--- config.mk ---
export PLATFORM = sky130hd
export DESIGN_NAME = sensor_hub_report_parser
export DESIGN_NICKNAME = d
export VERILOG_FILES = /design/src/rtl/shrp_pkg.sv /design/src/rtl/shrp_front.sv /design/src/rtl/shrp_queue.sv /design/src/rtl/shrp_back.sv /design/src/rtl/sensor_hub_report_parser.sv
export SDC_FILE = /design/constraint.sdc
export NUM_CORES = 1
export LEC_CHECK = 0
export ABC_AREA = 0
export BUFFER_PORTS_ARGS = -buffer_cell sky130_fd_sc_hd__buf_4
export CAP_MARGIN = 20
export CORE_ASPECT_RATIO = 0.75
export CORE_MARGIN = 2
export CORE_UTILIZATION = 35
export DETAILED_ROUTE_END_ITERATION = 6
export SLEW_MARGIN = 20
export SYNTH_ARGS = -nofsm -noshare
export SYNTH_HDL_FRONTEND = slang
export SYNTH_SLANG_ARGS = --single-unit
--- constraint.sdc ---
create_clock -name clk -period 12.4 [get_ports clk]
set_input_delay 3.1 -clock clk [delete_from_list [all_inputs] [get_ports clk]]
set_output_delay 3.1 -clock clk [all_outputs]
set_load 0.02 [all_outputs]
--- src/rtl/shrp_pkg.sv ---
// ----------------------------------------------------------------------------
// shrp_pkg
// shared types, constants and id tables of the sensor hub report parser
// ----------------------------------------------------------------------------
package shrp_pkg;

  localparam int MAX_PACKET_BYTES = 512;
  localparam int POS_W            = $clog2(MAX_PACKET_BYTES + 1);
  localparam int QUEUE_DEPTH      = 2;
  localparam int QPTR_W           = $clog2(QUEUE_DEPTH);
  localparam int QCNT_W           = $clog2(QUEUE_DEPTH + 1);
  localparam logic [4:0] SKIP_RESET = 5'd5;

  typedef enum logic [1:0] {
    OUTC_DECODED   = 2'd0,
    OUTC_UNKNOWN   = 2'd1,
    OUTC_TRUNCATED = 2'd2
  } outcome_t;

  typedef logic [15:1][7:0] rpt_bytes_t;

  typedef struct packed {
    outcome_t   outcome;
    logic [7:0] id;
    rpt_bytes_t bytes;
  } rpt_event_t;

  function automatic logic [4:0] length_of(input logic [7:0] id);
    logic [4:0] len;
    case (id) inside
      8'h01, 8'h02, 8'h03, 8'h04, 8'h06:                      len = 5'd10;
      8'h05, 8'h09, 8'h28, 8'h2A:                             len = 5'd14;
      8'h07, 8'h0F, 8'h14, 8'h15, 8'h16, 8'hF1:               len = 5'd16;
      8'h08, 8'h11, 8'h29:                                    len = 5'd12;
      8'h10, 8'hFA:                                           len = 5'd5;
      8'h12, 8'h13, 8'h19, 8'h1A, 8'h1B, 8'h1C, 8'h1F, 8'h20: len = 5'd6;
      8'h18:                                                  len = 5'd8;
      default:                                                len = 5'd0;
    endcase
    return len;
  endfunction

  function automatic logic gives_result(input logic [7:0] id);
    logic res;
    case (id) inside
      8'h01, 8'h02, 8'h03, 8'h04, 8'h05, 8'h06, 8'h07, 8'h08, 8'h09,
      8'h0F, 8'h10, 8'h11, 8'h12, 8'h13, 8'h14, 8'h15, 8'h16, 8'hF1: res = 1'b1;
      default:                                                       res = 1'b0;
    endcase
    return res;
  endfunction

endpackage

--- src/rtl/shrp_front.sv ---
// ----------------------------------------------------------------------------
// shrp_front
// framing, preamble skip, report split and byte capture; emits report events
// ----------------------------------------------------------------------------
module shrp_front import shrp_pkg::*; (
  input  logic       clk,
  input  logic       rst_n,
  input  logic [4:0] preamble_skip,
  input  logic       accept,
  input  logic [7:0] payload_byte,
  input  logic       packet_start,
  input  logic       packet_end,
  output logic       ev_valid,
  output rpt_event_t ev
);

  logic [POS_W-1:0] pos_r, pos_nxt;
  logic [4:0]       off_r, off_nxt;
  logic [4:0]       len_r, len_nxt;
  logic [7:0]       cur_id_r, cur_id_nxt;
  logic             halted_r, halted_nxt;
  logic             in_rpt_r, in_rpt_nxt;
  rpt_bytes_t       bytes_r, bytes_nxt;
  logic [4:0]       new_len;

  always_comb begin
    pos_nxt    = packet_start ? '0 : pos_r;
    off_nxt    = packet_start ? '0 : off_r;
    len_nxt    = packet_start ? '0 : len_r;
    halted_nxt = packet_start ? 1'b0 : halted_r;
    in_rpt_nxt = packet_start ? 1'b0 : in_rpt_r;
    cur_id_nxt = cur_id_r;
    bytes_nxt  = bytes_r;
    new_len    = length_of(payload_byte);
    ev_valid   = 1'b0;
    ev.outcome = OUTC_DECODED;

    if (pos_nxt < POS_W'(MAX_PACKET_BYTES)) begin
      if (halted_nxt) begin
        // rest of packet ignored
      end else if (in_rpt_nxt) begin
        bytes_nxt[off_nxt[3:0]] = payload_byte;
        off_nxt = off_nxt + 5'd1;
        if (off_nxt >= len_nxt) begin
          in_rpt_nxt = 1'b0;
          ev_valid   = gives_result(cur_id_nxt);
          ev.outcome = OUTC_DECODED;
        end
      end else if (pos_nxt >= POS_W'(preamble_skip)) begin
        cur_id_nxt = payload_byte;
        if (new_len == 5'd0) begin
          halted_nxt = 1'b1;
          ev_valid   = 1'b1;
          ev.outcome = OUTC_UNKNOWN;
        end else begin
          off_nxt    = 5'd1;
          len_nxt    = new_len;
          in_rpt_nxt = 1'b1;
        end
      end
      pos_nxt = pos_nxt + POS_W'(1);
      if (in_rpt_nxt && (packet_end || pos_nxt >= POS_W'(MAX_PACKET_BYTES))) begin
        in_rpt_nxt = 1'b0;
        ev_valid   = 1'b1;
        ev.outcome = OUTC_TRUNCATED;
      end
    end

    if (packet_end) begin
      pos_nxt    = '0;
      off_nxt    = '0;
      len_nxt    = '0;
      halted_nxt = 1'b0;
      in_rpt_nxt = 1'b0;
    end

    ev.id    = cur_id_nxt;
    ev.bytes = bytes_nxt;
  end

  always_ff @(posedge clk) begin
    if (!rst_n) begin
      pos_r    <= '0;
      off_r    <= '0;
      len_r    <= '0;
      cur_id_r <= '0;
      halted_r <= 1'b0;
      in_rpt_r <= 1'b0;
    end else if (accept) begin
      pos_r    <= pos_nxt;
      off_r    <= off_nxt;
      len_r    <= len_nxt;
      cur_id_r <= cur_id_nxt;
      halted_r <= halted_nxt;
      in_rpt_r <= in_rpt_nxt;
    end
  end

  always_ff @(posedge clk) begin
    if (accept) begin
      bytes_r <= bytes_nxt;
    end
  end

endmodule

--- src/rtl/shrp_queue.sv ---
// ----------------------------------------------------------------------------
// shrp_queue
// short event queue between front and back
// ----------------------------------------------------------------------------
module shrp_queue import shrp_pkg::*; (
  input  logic       clk,
  input  logic       rst_n,
  input  logic       push,
  input  rpt_event_t push_data,
  output logic       full,
  input  logic       pop,
  output logic       head_valid,
  output rpt_event_t head_data
);

  rpt_event_t        mem_r [QUEUE_DEPTH];
  logic [QPTR_W-1:0] wr_ptr_r, wr_ptr_nxt;
  logic [QPTR_W-1:0] rd_ptr_r, rd_ptr_nxt;
  logic [QCNT_W-1:0] cnt_r, cnt_nxt;

  assign full       = (cnt_r == QCNT_W'(QUEUE_DEPTH));
  assign head_valid = (cnt_r != '0);
  assign head_data  = mem_r[rd_ptr_r];

  always_comb begin
    wr_ptr_nxt = wr_ptr_r;
    rd_ptr_nxt = rd_ptr_r;
    cnt_nxt    = cnt_r;
    if (push) begin
      wr_ptr_nxt = (wr_ptr_r == QPTR_W'(QUEUE_DEPTH - 1)) ? '0 : wr_ptr_r + QPTR_W'(1);
    end
    if (pop) begin
      rd_ptr_nxt = (rd_ptr_r == QPTR_W'(QUEUE_DEPTH - 1)) ? '0 : rd_ptr_r + QPTR_W'(1);
    end
    case ({push, pop})
      2'b10:   cnt_nxt = cnt_r + QCNT_W'(1);
      2'b01:   cnt_nxt = cnt_r - QCNT_W'(1);
      default: cnt_nxt = cnt_r;
    endcase
  end

  always_ff @(posedge clk) begin
    if (!rst_n) begin
      wr_ptr_r <= '0;
      rd_ptr_r <= '0;
      cnt_r    <= '0;
    end else begin
      wr_ptr_r <= wr_ptr_nxt;
      rd_ptr_r <= rd_ptr_nxt;
      cnt_r    <= cnt_nxt;
    end
  end

  always_ff @(posedge clk) begin
    if (push) begin
      mem_r[wr_ptr_r] <= push_data;
    end
  end

endmodule

--- src/rtl/shrp_back.sv ---
// ----------------------------------------------------------------------------
// shrp_back
// field decode per report id into the output register
// ----------------------------------------------------------------------------
module shrp_back import shrp_pkg::*; (
  input  logic        clk,
  input  logic        rst_n,
  input  logic        head_valid,
  input  rpt_event_t  head_data,
  output logic        pop,
  output logic        out_valid,
  input  logic        out_ready,
  output logic [1:0]  outcome,
  output logic [7:0]  report_id,
  output logic [7:0]  seq_num,
  output logic [7:0]  status_value,
  output logic [15:0] word_a,
  output logic [15:0] word_b,
  output logic [15:0] word_c,
  output logic [15:0] word_d,
  output logic [15:0] word_e,
  output logic [15:0] word_f
);

  logic        valid_r;
  logic [1:0]  outcome_r;
  logic [7:0]  id_r, seq_r, status_r;
  logic [15:0] wa_r, wb_r, wc_r, wd_r, we_r, wf_r;
  logic [7:0]  seq_nxt, status_nxt;
  logic [15:0] wa_nxt, wb_nxt, wc_nxt, wd_nxt, we_nxt, wf_nxt;
  rpt_bytes_t  bt;
  logic [15:0] w4, w6, w8, w10, w12, w14;

  assign pop = head_valid && (!valid_r || out_ready);
  assign bt  = head_data.bytes;
  assign w4  = {bt[5], bt[4]};
  assign w6  = {bt[7], bt[6]};
  assign w8  = {bt[9], bt[8]};
  assign w10 = {bt[11], bt[10]};
  assign w12 = {bt[13], bt[12]};
  assign w14 = {bt[15], bt[14]};

  always_comb begin
    seq_nxt    = '0;
    status_nxt = '0;
    wa_nxt     = '0;
    wb_nxt     = '0;
    wc_nxt     = '0;
    wd_nxt     = '0;
    we_nxt     = '0;
    wf_nxt     = '0;
    if (head_data.outcome == OUTC_DECODED) begin
      seq_nxt    = bt[1];
      status_nxt = {6'd0, bt[2][1:0]};
      case (head_data.id) inside
        8'h01, 8'h02, 8'h03, 8'h04, 8'h06, 8'h14, 8'h15, 8'h16: begin
          wa_nxt = w4;
          wb_nxt = w6;
          wc_nxt = w8;
        end
        8'h05, 8'h09: begin
          wa_nxt = w4;
          wb_nxt = w6;
          wc_nxt = w8;
          wd_nxt = w10;
          we_nxt = w12;
        end
        8'h07, 8'h0F: begin
          wa_nxt = w4;
          wb_nxt = w6;
          wc_nxt = w8;
          wd_nxt = w10;
          we_nxt = w12;
          wf_nxt = w14;
        end
        8'h08: begin
          wa_nxt = w4;
          wb_nxt = w6;
          wc_nxt = w8;
          wd_nxt = w10;
          we_nxt = 16'hFFFF;
        end
        8'h10, 8'h13: begin
          wa_nxt = {8'd0, bt[4]};
        end
        8'h11: begin
          wa_nxt = w8;
        end
        8'h12: begin
          wa_nxt = w4;
        end
        8'hF1: begin
          status_nxt = bt[5];
          wa_nxt     = {8'd0, bt[3]};
          wb_nxt     = {8'd0, bt[4]};
          wc_nxt     = {8'd0, bt[6]};
          wd_nxt     = {8'd0, bt[7]};
          we_nxt     = {8'd0, bt[8]};
        end
        default: begin
          seq_nxt = bt[1];
        end
      endcase
    end
  end

  always_ff @(posedge clk) begin
    if (!rst_n) begin
      valid_r <= 1'b0;
    end else if (pop) begin
      valid_r <= 1'b1;
    end else if (out_ready) begin
      valid_r <= 1'b0;
    end
  end

  always_ff @(posedge clk) begin
    if (pop) begin
      outcome_r <= head_data.outcome;
      id_r      <= head_data.id;
      seq_r     <= seq_nxt;
      status_r  <= status_nxt;
      wa_r      <= wa_nxt;
      wb_r      <= wb_nxt;
      wc_r      <= wc_nxt;
      wd_r      <= wd_nxt;
      we_r      <= we_nxt;
      wf_r      <= wf_nxt;
    end
  end

  assign out_valid    = valid_r;
  assign outcome      = outcome_r;
  assign report_id    = id_r;
  assign seq_num      = seq_r;
  assign status_value = status_r;
  assign word_a       = wa_r;
  assign word_b       = wb_r;
  assign word_c       = wc_r;
  assign word_d       = wd_r;
  assign word_e       = we_r;
  assign word_f       = wf_r;

endmodule

--- src/rtl/sensor_hub_report_parser.sv ---
// ----------------------------------------------------------------------------
// sensor_hub_report_parser
// splits sensor hub packet payload into reports and decodes their fields
// ----------------------------------------------------------------------------
// input stream: one payload byte per beat, tuser marks the first byte of a
// packet, tlast the last. the first preamble_skip bytes of each packet are
// skipped, the rest is cut into reports by id. cfg_valid/cfg_data writes
// preamble_skip (reset 5); cfg_ready is always high.
// output stream: one beat per decoded report of a result-giving id, unknown
// id (rest of packet dropped) or truncated report, outcome in tuser.
// throughput: one byte per cycle while the queue is not full; a byte that
// completes a report gives its result after acceptance as follows: the front
// captures the byte and pushes an event into a two-entry queue, the back
// decodes it into the output register.
// out_tready low: results wait in the output register and the queue; the
// input keeps taking bytes until the queue is full, then in_tready drops.
// reset: clears packet state and queue, preamble_skip returns to 5.
// ----------------------------------------------------------------------------
module sensor_hub_report_parser import shrp_pkg::*; (
  input  logic         clk,
  input  logic         rst_n,
  input  logic         in_tvalid,
  output logic         in_tready,
  input  logic [7:0]   in_tdata,   // payload_byte
  input  logic         in_tuser,   // packet_start
  input  logic         in_tlast,   // packet_end
  output logic         out_tvalid,
  input  logic         out_tready,
  output logic [119:0] out_tdata,  // report_id, seq_num, status_value, word_a..word_f
  output logic [1:0]   out_tuser,  // outcome
  input  logic         cfg_valid,
  output logic         cfg_ready,
  input  logic [4:0]   cfg_data    // preamble_skip
);

  logic [4:0]  skip_r;
  logic        accept;
  logic        ev_valid;
  rpt_event_t  ev;
  logic        q_full;
  logic        q_pop;
  logic        q_valid;
  rpt_event_t  q_head;
  logic [7:0]  report_id, seq_num, status_value;
  logic [15:0] word_a, word_b, word_c, word_d, word_e, word_f;

  assign cfg_ready = 1'b1;
  assign in_tready = !q_full;
  assign accept    = in_tvalid && in_tready;

  always_ff @(posedge clk) begin
    if (!rst_n) begin
      skip_r <= SKIP_RESET;
    end else if (cfg_valid && cfg_ready) begin
      skip_r <= cfg_data;
    end
  end

  shrp_front u_front (
    .clk           (clk),
    .rst_n         (rst_n),
    .preamble_skip (skip_r),
    .accept        (accept),
    .payload_byte  (in_tdata),
    .packet_start  (in_tuser),
    .packet_end    (in_tlast),
    .ev_valid      (ev_valid),
    .ev            (ev)
  );

  shrp_queue u_queue (
    .clk        (clk),
    .rst_n      (rst_n),
    .push       (accept && ev_valid),
    .push_data  (ev),
    .full       (q_full),
    .pop        (q_pop),
    .head_valid (q_valid),
    .head_data  (q_head)
  );

  shrp_back u_back (
    .clk          (clk),
    .rst_n        (rst_n),
    .head_valid   (q_valid),
    .head_data    (q_head),
    .pop          (q_pop),
    .out_valid    (out_tvalid),
    .out_ready    (out_tready),
    .outcome      (out_tuser),
    .report_id    (report_id),
    .seq_num      (seq_num),
    .status_value (status_value),
    .word_a       (word_a),
    .word_b       (word_b),
    .word_c       (word_c),
    .word_d       (word_d),
    .word_e       (word_e),
    .word_f       (word_f)
  );

  assign out_tdata = {word_f, word_e, word_d, word_c, word_b, word_a,
                      status_value, seq_num, report_id};

endmodule

======== Word-level counts from Yosys, hierarchy flattened ========
Memory sizes are Yosys's and may differ from the RTL's. A register that Yosys moved wholly into a read port is not among the register bits.
Index checks and enable logic that the tools add are counted.
word-level totals
  bits in registers ....................... 282
  bits in writable memories ............... 260
  output and inout bits ................... 125
  memories kept ........................... 1
memory list
  memory         depth  bits a word  read ports  clocked after Yosys merged registers in  write ports  RTL line          source
  u_queue.mem_r  2      130          1           1                                        1            shrp_queue.sv:16  rpt_event_t mem_r [QUEUE_DEPTH];
cells by class
  $add $sub $neg .......................... 6
  $lt $le $gt $ge ......................... 6
  equal/unequal tests ..................... 68
  mux-type cells .......................... 118
  bitwise gates (word level) .............. 3
  reduce and logical (&&, ||, !) cells .... 28
operators by type and width
  operator                 number
  $mux W16                 33
  $mux W120                3
  $eq A8 B5 Y1 const B     27
  $bwmux W120              1
  $eq A8 B3 Y1 const B     12
  $mux W5                  19
  $mux W8                  10
  $eq A8 B4 Y1 const B     9
  $eq A8 B2 Y1 const B     6
  $demux W8 S4             1
  $eq A8 B6 Y1 const B     4
  $eq A8 B8 Y1 const B     4
  $mux W1                  32
  $mux W10                 3
  $mux W2                  13
  $eq A8 B1 Y1 const B     3
  $reduce_or A19 Y1        1
  $reduce_or A18 Y1        1
  $reduce_or A8 Y1         2
  $reduce_or A12 Y1        1
  $add A10 B1 Y10 const B  1
  $ge A10 B10 Y1 const B   1
  $ge A10 B5 Y1            1
  $lt A10 B10 Y1 const B   1
  other kinds (24)         40

======== Logic depth before layout (Yosys ltp) ========
  depth in word-level cells ............... 20
  depth in mapped cells ................... 20
  mapped depth without buffers ............ 17

======== By module ========
A second synthesis with hierarchy kept.
second synthesis, totals
  cell total of the unflattened synthesis .. 1456
  area, all modules ....................... 22636.7 um^2
modules (own cells, without submodules)
  module                    times used  cells each  area each (um^2)
  shrp_queue                1           426         9625.5
  shrp_front                1           674         7686.1
  shrp_back                 1           335         5109.9
  sensor_hub_report_parser  1           21          215.2

======== Least setup slack after synthesis ========
OpenSTA, ideal clock, no wires.
  path kind ............................... in2reg
  from .................................... input port in_tuser
  to ...................................... memory u_queue.mem_r[0][0] (netlist name) (enable)
  setup time .............................. 0.608 ns
  arrival ................................. 10.737 ns
  required time ........................... 11.792 ns
  path slack .............................. 1.055 ns
  stages .................................. 17
  buffers on the path ..................... 3
  cells stage by stage .................... buf_2 > inv_1 > clkbuf_1 > nand2_1 > inv_1 > ha_1 > clkbuf_1 > nand3_1 > xor2_1 > nor2_1 > ha_1 > a21o_1 > a31oi_1 > o21ai_0 > o22ai_1 > nor3_1 > nor2_1
between the ends
  longest elaborated chain between the ends .. 13
  elaborated cells between the ends (all ways) .. 27
ends and longest elaborated chain
  what                             RTL line                        source
  start, declared                  sensor_hub_report_parser.sv:25  input logic in_tuser,
  $mux W5                          shrp_front.sv:28                off_nxt = packet_start ? '0 : off_r;
  $add A5 B1 Y5                    shrp_front.sv:43                off_nxt = off_nxt + 5'd1;
  $ge A5 B5 Y1                     shrp_front.sv:44                if (off_nxt >= len_nxt) begin
  $mux W1                          shrp_front.sv:44
  $mux W1                          shrp_front.sv:41                end else if (in_rpt_nxt) begin
  $mux W1                          shrp_front.sv:39                if (halted_nxt) begin
  $mux W1                          shrp_front.sv:38                if (pos_nxt < POS_W'(MAX_PACKET_BYTES)) begin
  $logic_and A1 B1 Y1              shrp_front.sv:62                if (in_rpt_nxt && (packet_end || pos_nxt >= POS_W'(MAX_PACKET_BYTES))) begin
  $mux W1                          shrp_front.sv:62
  $mux W1 *                        shrp_front.sv:38
  $logic_and A1 B1 Y1 *            sensor_hub_report_parser.sv:74  .push (accept && ev_valid),
  $mux W1 *                        shrp_queue.sv:55                if (push) begin
  $mux W1 (implied by the code) *  shrp_queue.sv:56                mem_r[wr_ptr_r] <= push_data;
  end, declared                    shrp_queue.sv:16
Every way passes the cells marked *; elsewhere a longest branch is shown, timed or not. The select of a mux whose other input is x is not followed.

======== Worst setup path after layout ========
  from .................................... input port in_tuser
  to ...................................... memory u_queue.mem_r[1][18] (netlist name) (enable)
Same word-level chain as after synthesis.

==> metrics.cfg <==
[power]
ir_drop_mv = 0.114
power_density_nw_per_um2 = 186
p_leak_nw = 7.35

[detailed_routing]
via_per_inst = 5.05
drt-total-wl_mm = 50.0
final_antenna_net_count = 0
first_iter_violations = 973
post_drt_wl_per_cell_um = 21.1
post-route-drc-count = 0
dr.pass1.iters = 5
dr_total_vias = 12000

[global_routing]
grt_pass1_wl_mm = 74.3
antenna_found_initial = 2
grt_use_met2 = 0.235
grt_pass1_vias = 11800
grtUsageTotal = 0.157
grtUsageMet1 = 0.236
met3_usage = 0.0277
grt_max_degree = 125
grt-busiest-layer = met1
overflow = 0

[synthesis]
yosysSeqAreaShare = 0.719
synth_seq_cells = 525
synth_top_area_share = 0.681
yosys_warnings = 0
synth_area_leaders = edfxtp_1, mux2i_1, mux2_2
synthArstFlopShare = 0
synth_flop_cell = edfxtp_1
synth_cells = 1389
syn_nets = 1426
ys_types = 72
synth_edf_count = 484
synth_top_cell_by_area = edfxtp_1
synth_area_um2 = 21400
syn_avg_cell_area_um2 = 15.4

[clock_tree]
post_cts_buffers = 0
clk_latency_ns = 0.62
post_cts_resized = 0
max-clock-path-buffers = 3
clk_pin_slew_ns = 0.07
cts_made_buffers = 53
cts.htree.levels = 2
hold_buffers = 0
cts.sinks = 525
cts_root_buf = clkbuf_16
cts_tree = done

[sta]
setup_viol = 0
setup_tns_ns = 0
clock_skew_ns = 0.0267
rsz0062_at_grt = no
period_needed_ns = 7.36
slew_headroom = 0.259
drv_slew = 0
setup_slack_ns = 5.04
hold_violations = 0
fmax_mhz = 136
min_period_over_period = 0.594
worstMarginPinSlew_ns = 1.11

[hold_path]
hp-start = u_front.len_r[2]$_SDFFE_PN0P_
holdCritPathClass = register to register

[floorplanning]
start_util = 0.353
core_um2 = 60400
fp.dieArea_um2 = 63000
rows = 78
die_h_um = 218
fp.dieW_um = 289
ioPinCount = 145

[layout]
antenna_cells = 0
fillers = 5423
layout_commonest_cell = edfxtp_1
area_delta_synth_final_pct = 16.9
final_cell_mix = edfxtp_1, buf_4, mux2i_1
regArea_um2 = 15400
multi_input_area_um2 = 5590
drive_above_1_share = 0.239
fin_nets = 1563

[worst_setup_path]
critPathLaunch = in_tuser
worstPathRequired_ns = 12.62
path_class = primary input to register
critPathArrivalTime_ns = 7.58
path_max_fanout = 75
reg2reg_depth = 12
startpoint_type = primary input
rr_endpoint = u_queue.mem_r[1][18]$_DFFE_PP_
r2r-start = u_front.pos_r[2]$_SDFFE_PN0P_
endpoint = u_queue.mem_r[1][18]$_DFFE_PP_
r2r_slack_ns = 7.66
end_kind = register

[place]
place_ws_ns = 4.43
post-dp-hpwl_mm = 31.6
place_congestion = 0.792
io_buffers = 143

[run_status]
status = finished clean

[flow_run]
maxCapViolCount = 0

-- stage by stage --
step,total power (W),hold WS (ns),area [µm²],std cells,utilization
6_report,0.00464,0.471,25000,2366,0.413
5_1_grt,0.00482,0.495,25000,2366,0.413
2_1_floorplan,0.00278,0.431,21400,1389,-
4_1_cts,0.00471,0.472,25000,2366,0.413
3_3_place_gp,0.00310,0.463,23200,2271,0.385
3_5_place_dp,0.00310,0.463,23200,2271,0.385
-- worst min path at each step --
stage	end	slack [ns]	depth (start not counted)
5_1_grt	u_front.len_r[0]$_SDFFE_PN0P_	0.50	2
2_1_floorplan	u_front.len_r[2]$_SDFFE_PN0P_	0.43	2
6_report	u_front.len_r[2]$_SDFFE_PN0P_	0.47	2
3_5_place_dp	u_front.len_r[2]$_SDFFE_PN0P_	0.46	2
4_1_cts	u_front.len_r[2]$_SDFFE_PN0P_	0.47	2
3_3_place_gp	u_front.len_r[2]$_SDFFE_PN0P_	0.46	2
-- metal layers --
metal / vias to the layer above / share of wire / wire [µm]
met4: 0 / 0.016 / 803
li1: 5604 / - / -
met3: 62 / 0.050 / 2510
met2: 298 / 0.44 / 21900
met5: - / 0 / 0
met1: 5987 / 0.49 / 24700
-- kinds of logic after synthesis --
group                    Yosys count  synth area share
flip-flops                       525             0.719
AND/OR/NAND/NOR                  287            0.0618
other                              1          0.000176
AO/OA/AOI/OAI                    212            0.0658
buffers and inverters             99            0.0198
adder cells (fa/ha/maj)           17           0.00996
multiplexers                     239             0.120
XOR/XNOR                           9           0.00369
-- state kept, by name, summed over array words and instances, names as in the netlist, 2 cells and up, named ones only --
name                 flops
u_back.seq_num           8
u_back.word_e           16
u_front.cur_id_r         8
u_back.status_value      8
u_back.report_id         8
u_back.word_a           16
u_back.word_d           16
u_front.len_r            5
u_queue.cnt_r            2
u_front.off_r            5
u_front.pos_r           10
u_back.word_c           16
u_front.bytes_r        114
u_queue.mem_r          248
skip_r                   5
u_back.word_f           16
u_back.word_b           16
u_back.outcome           2
-- worst max-delay path, cell delays in order --
cell and delay (ns):
buf_4 0.21, inv_1 0.31, nand2_1 0.18, inv_1 0.11, ha_1 0.33, nand3_1 0.13, xor2_1 0.16, nor2_1 0.13
ha_1 0.26, a21o_1 0.16, a31oi_1 0.22, o21ai_0 0.19, o22ai_1 0.29, o31a_2 0.19, buf_4 0.56, buf_4 0.97
-- cells in the mapped netlist (all sizes together) (4+ instances only) --
library cell,number
a211oi,16
a21oi,45
a22oi,4
a2bb2oi,5
a31oi,4
and3,8
buf,35
clkbuf,39
dfxtp,41
edfxtp,484
ha,17
inv,25
mux2,109
mux2i,129
nand2,84
nand2b,10
nand3,10
nand4,6
nor2,108
nor2b,12
nor3,18
nor4,8
o211ai,8
o21a,10
o21ai,40
o22a,9
o22ai,43
or2,6
or3,5
xnor2,5
xor2,4
-- final cells by class --
type | instances | share of cell area
well taps | 800 | 0.0401
clock inverters | 37 | 0.0147
multi-input cells | 765 | 0.224
flip-flops and latches | 525 | 0.615
inverters | 25 | 0.00386
repair buffers | 156 | 0.0476
clock buffers | 58 | 0.0547
-- report_power, final --
part / total [W] / switching [W] / internal [W]
registers: 0.00222 / 0.0000869 / 0.00214
clock network: 0.00159 / 0.000687 / 0.000904
logic: 0.000822 / 0.000521 / 0.000301
Note: power is estimated with default switching activity, not from simulation.
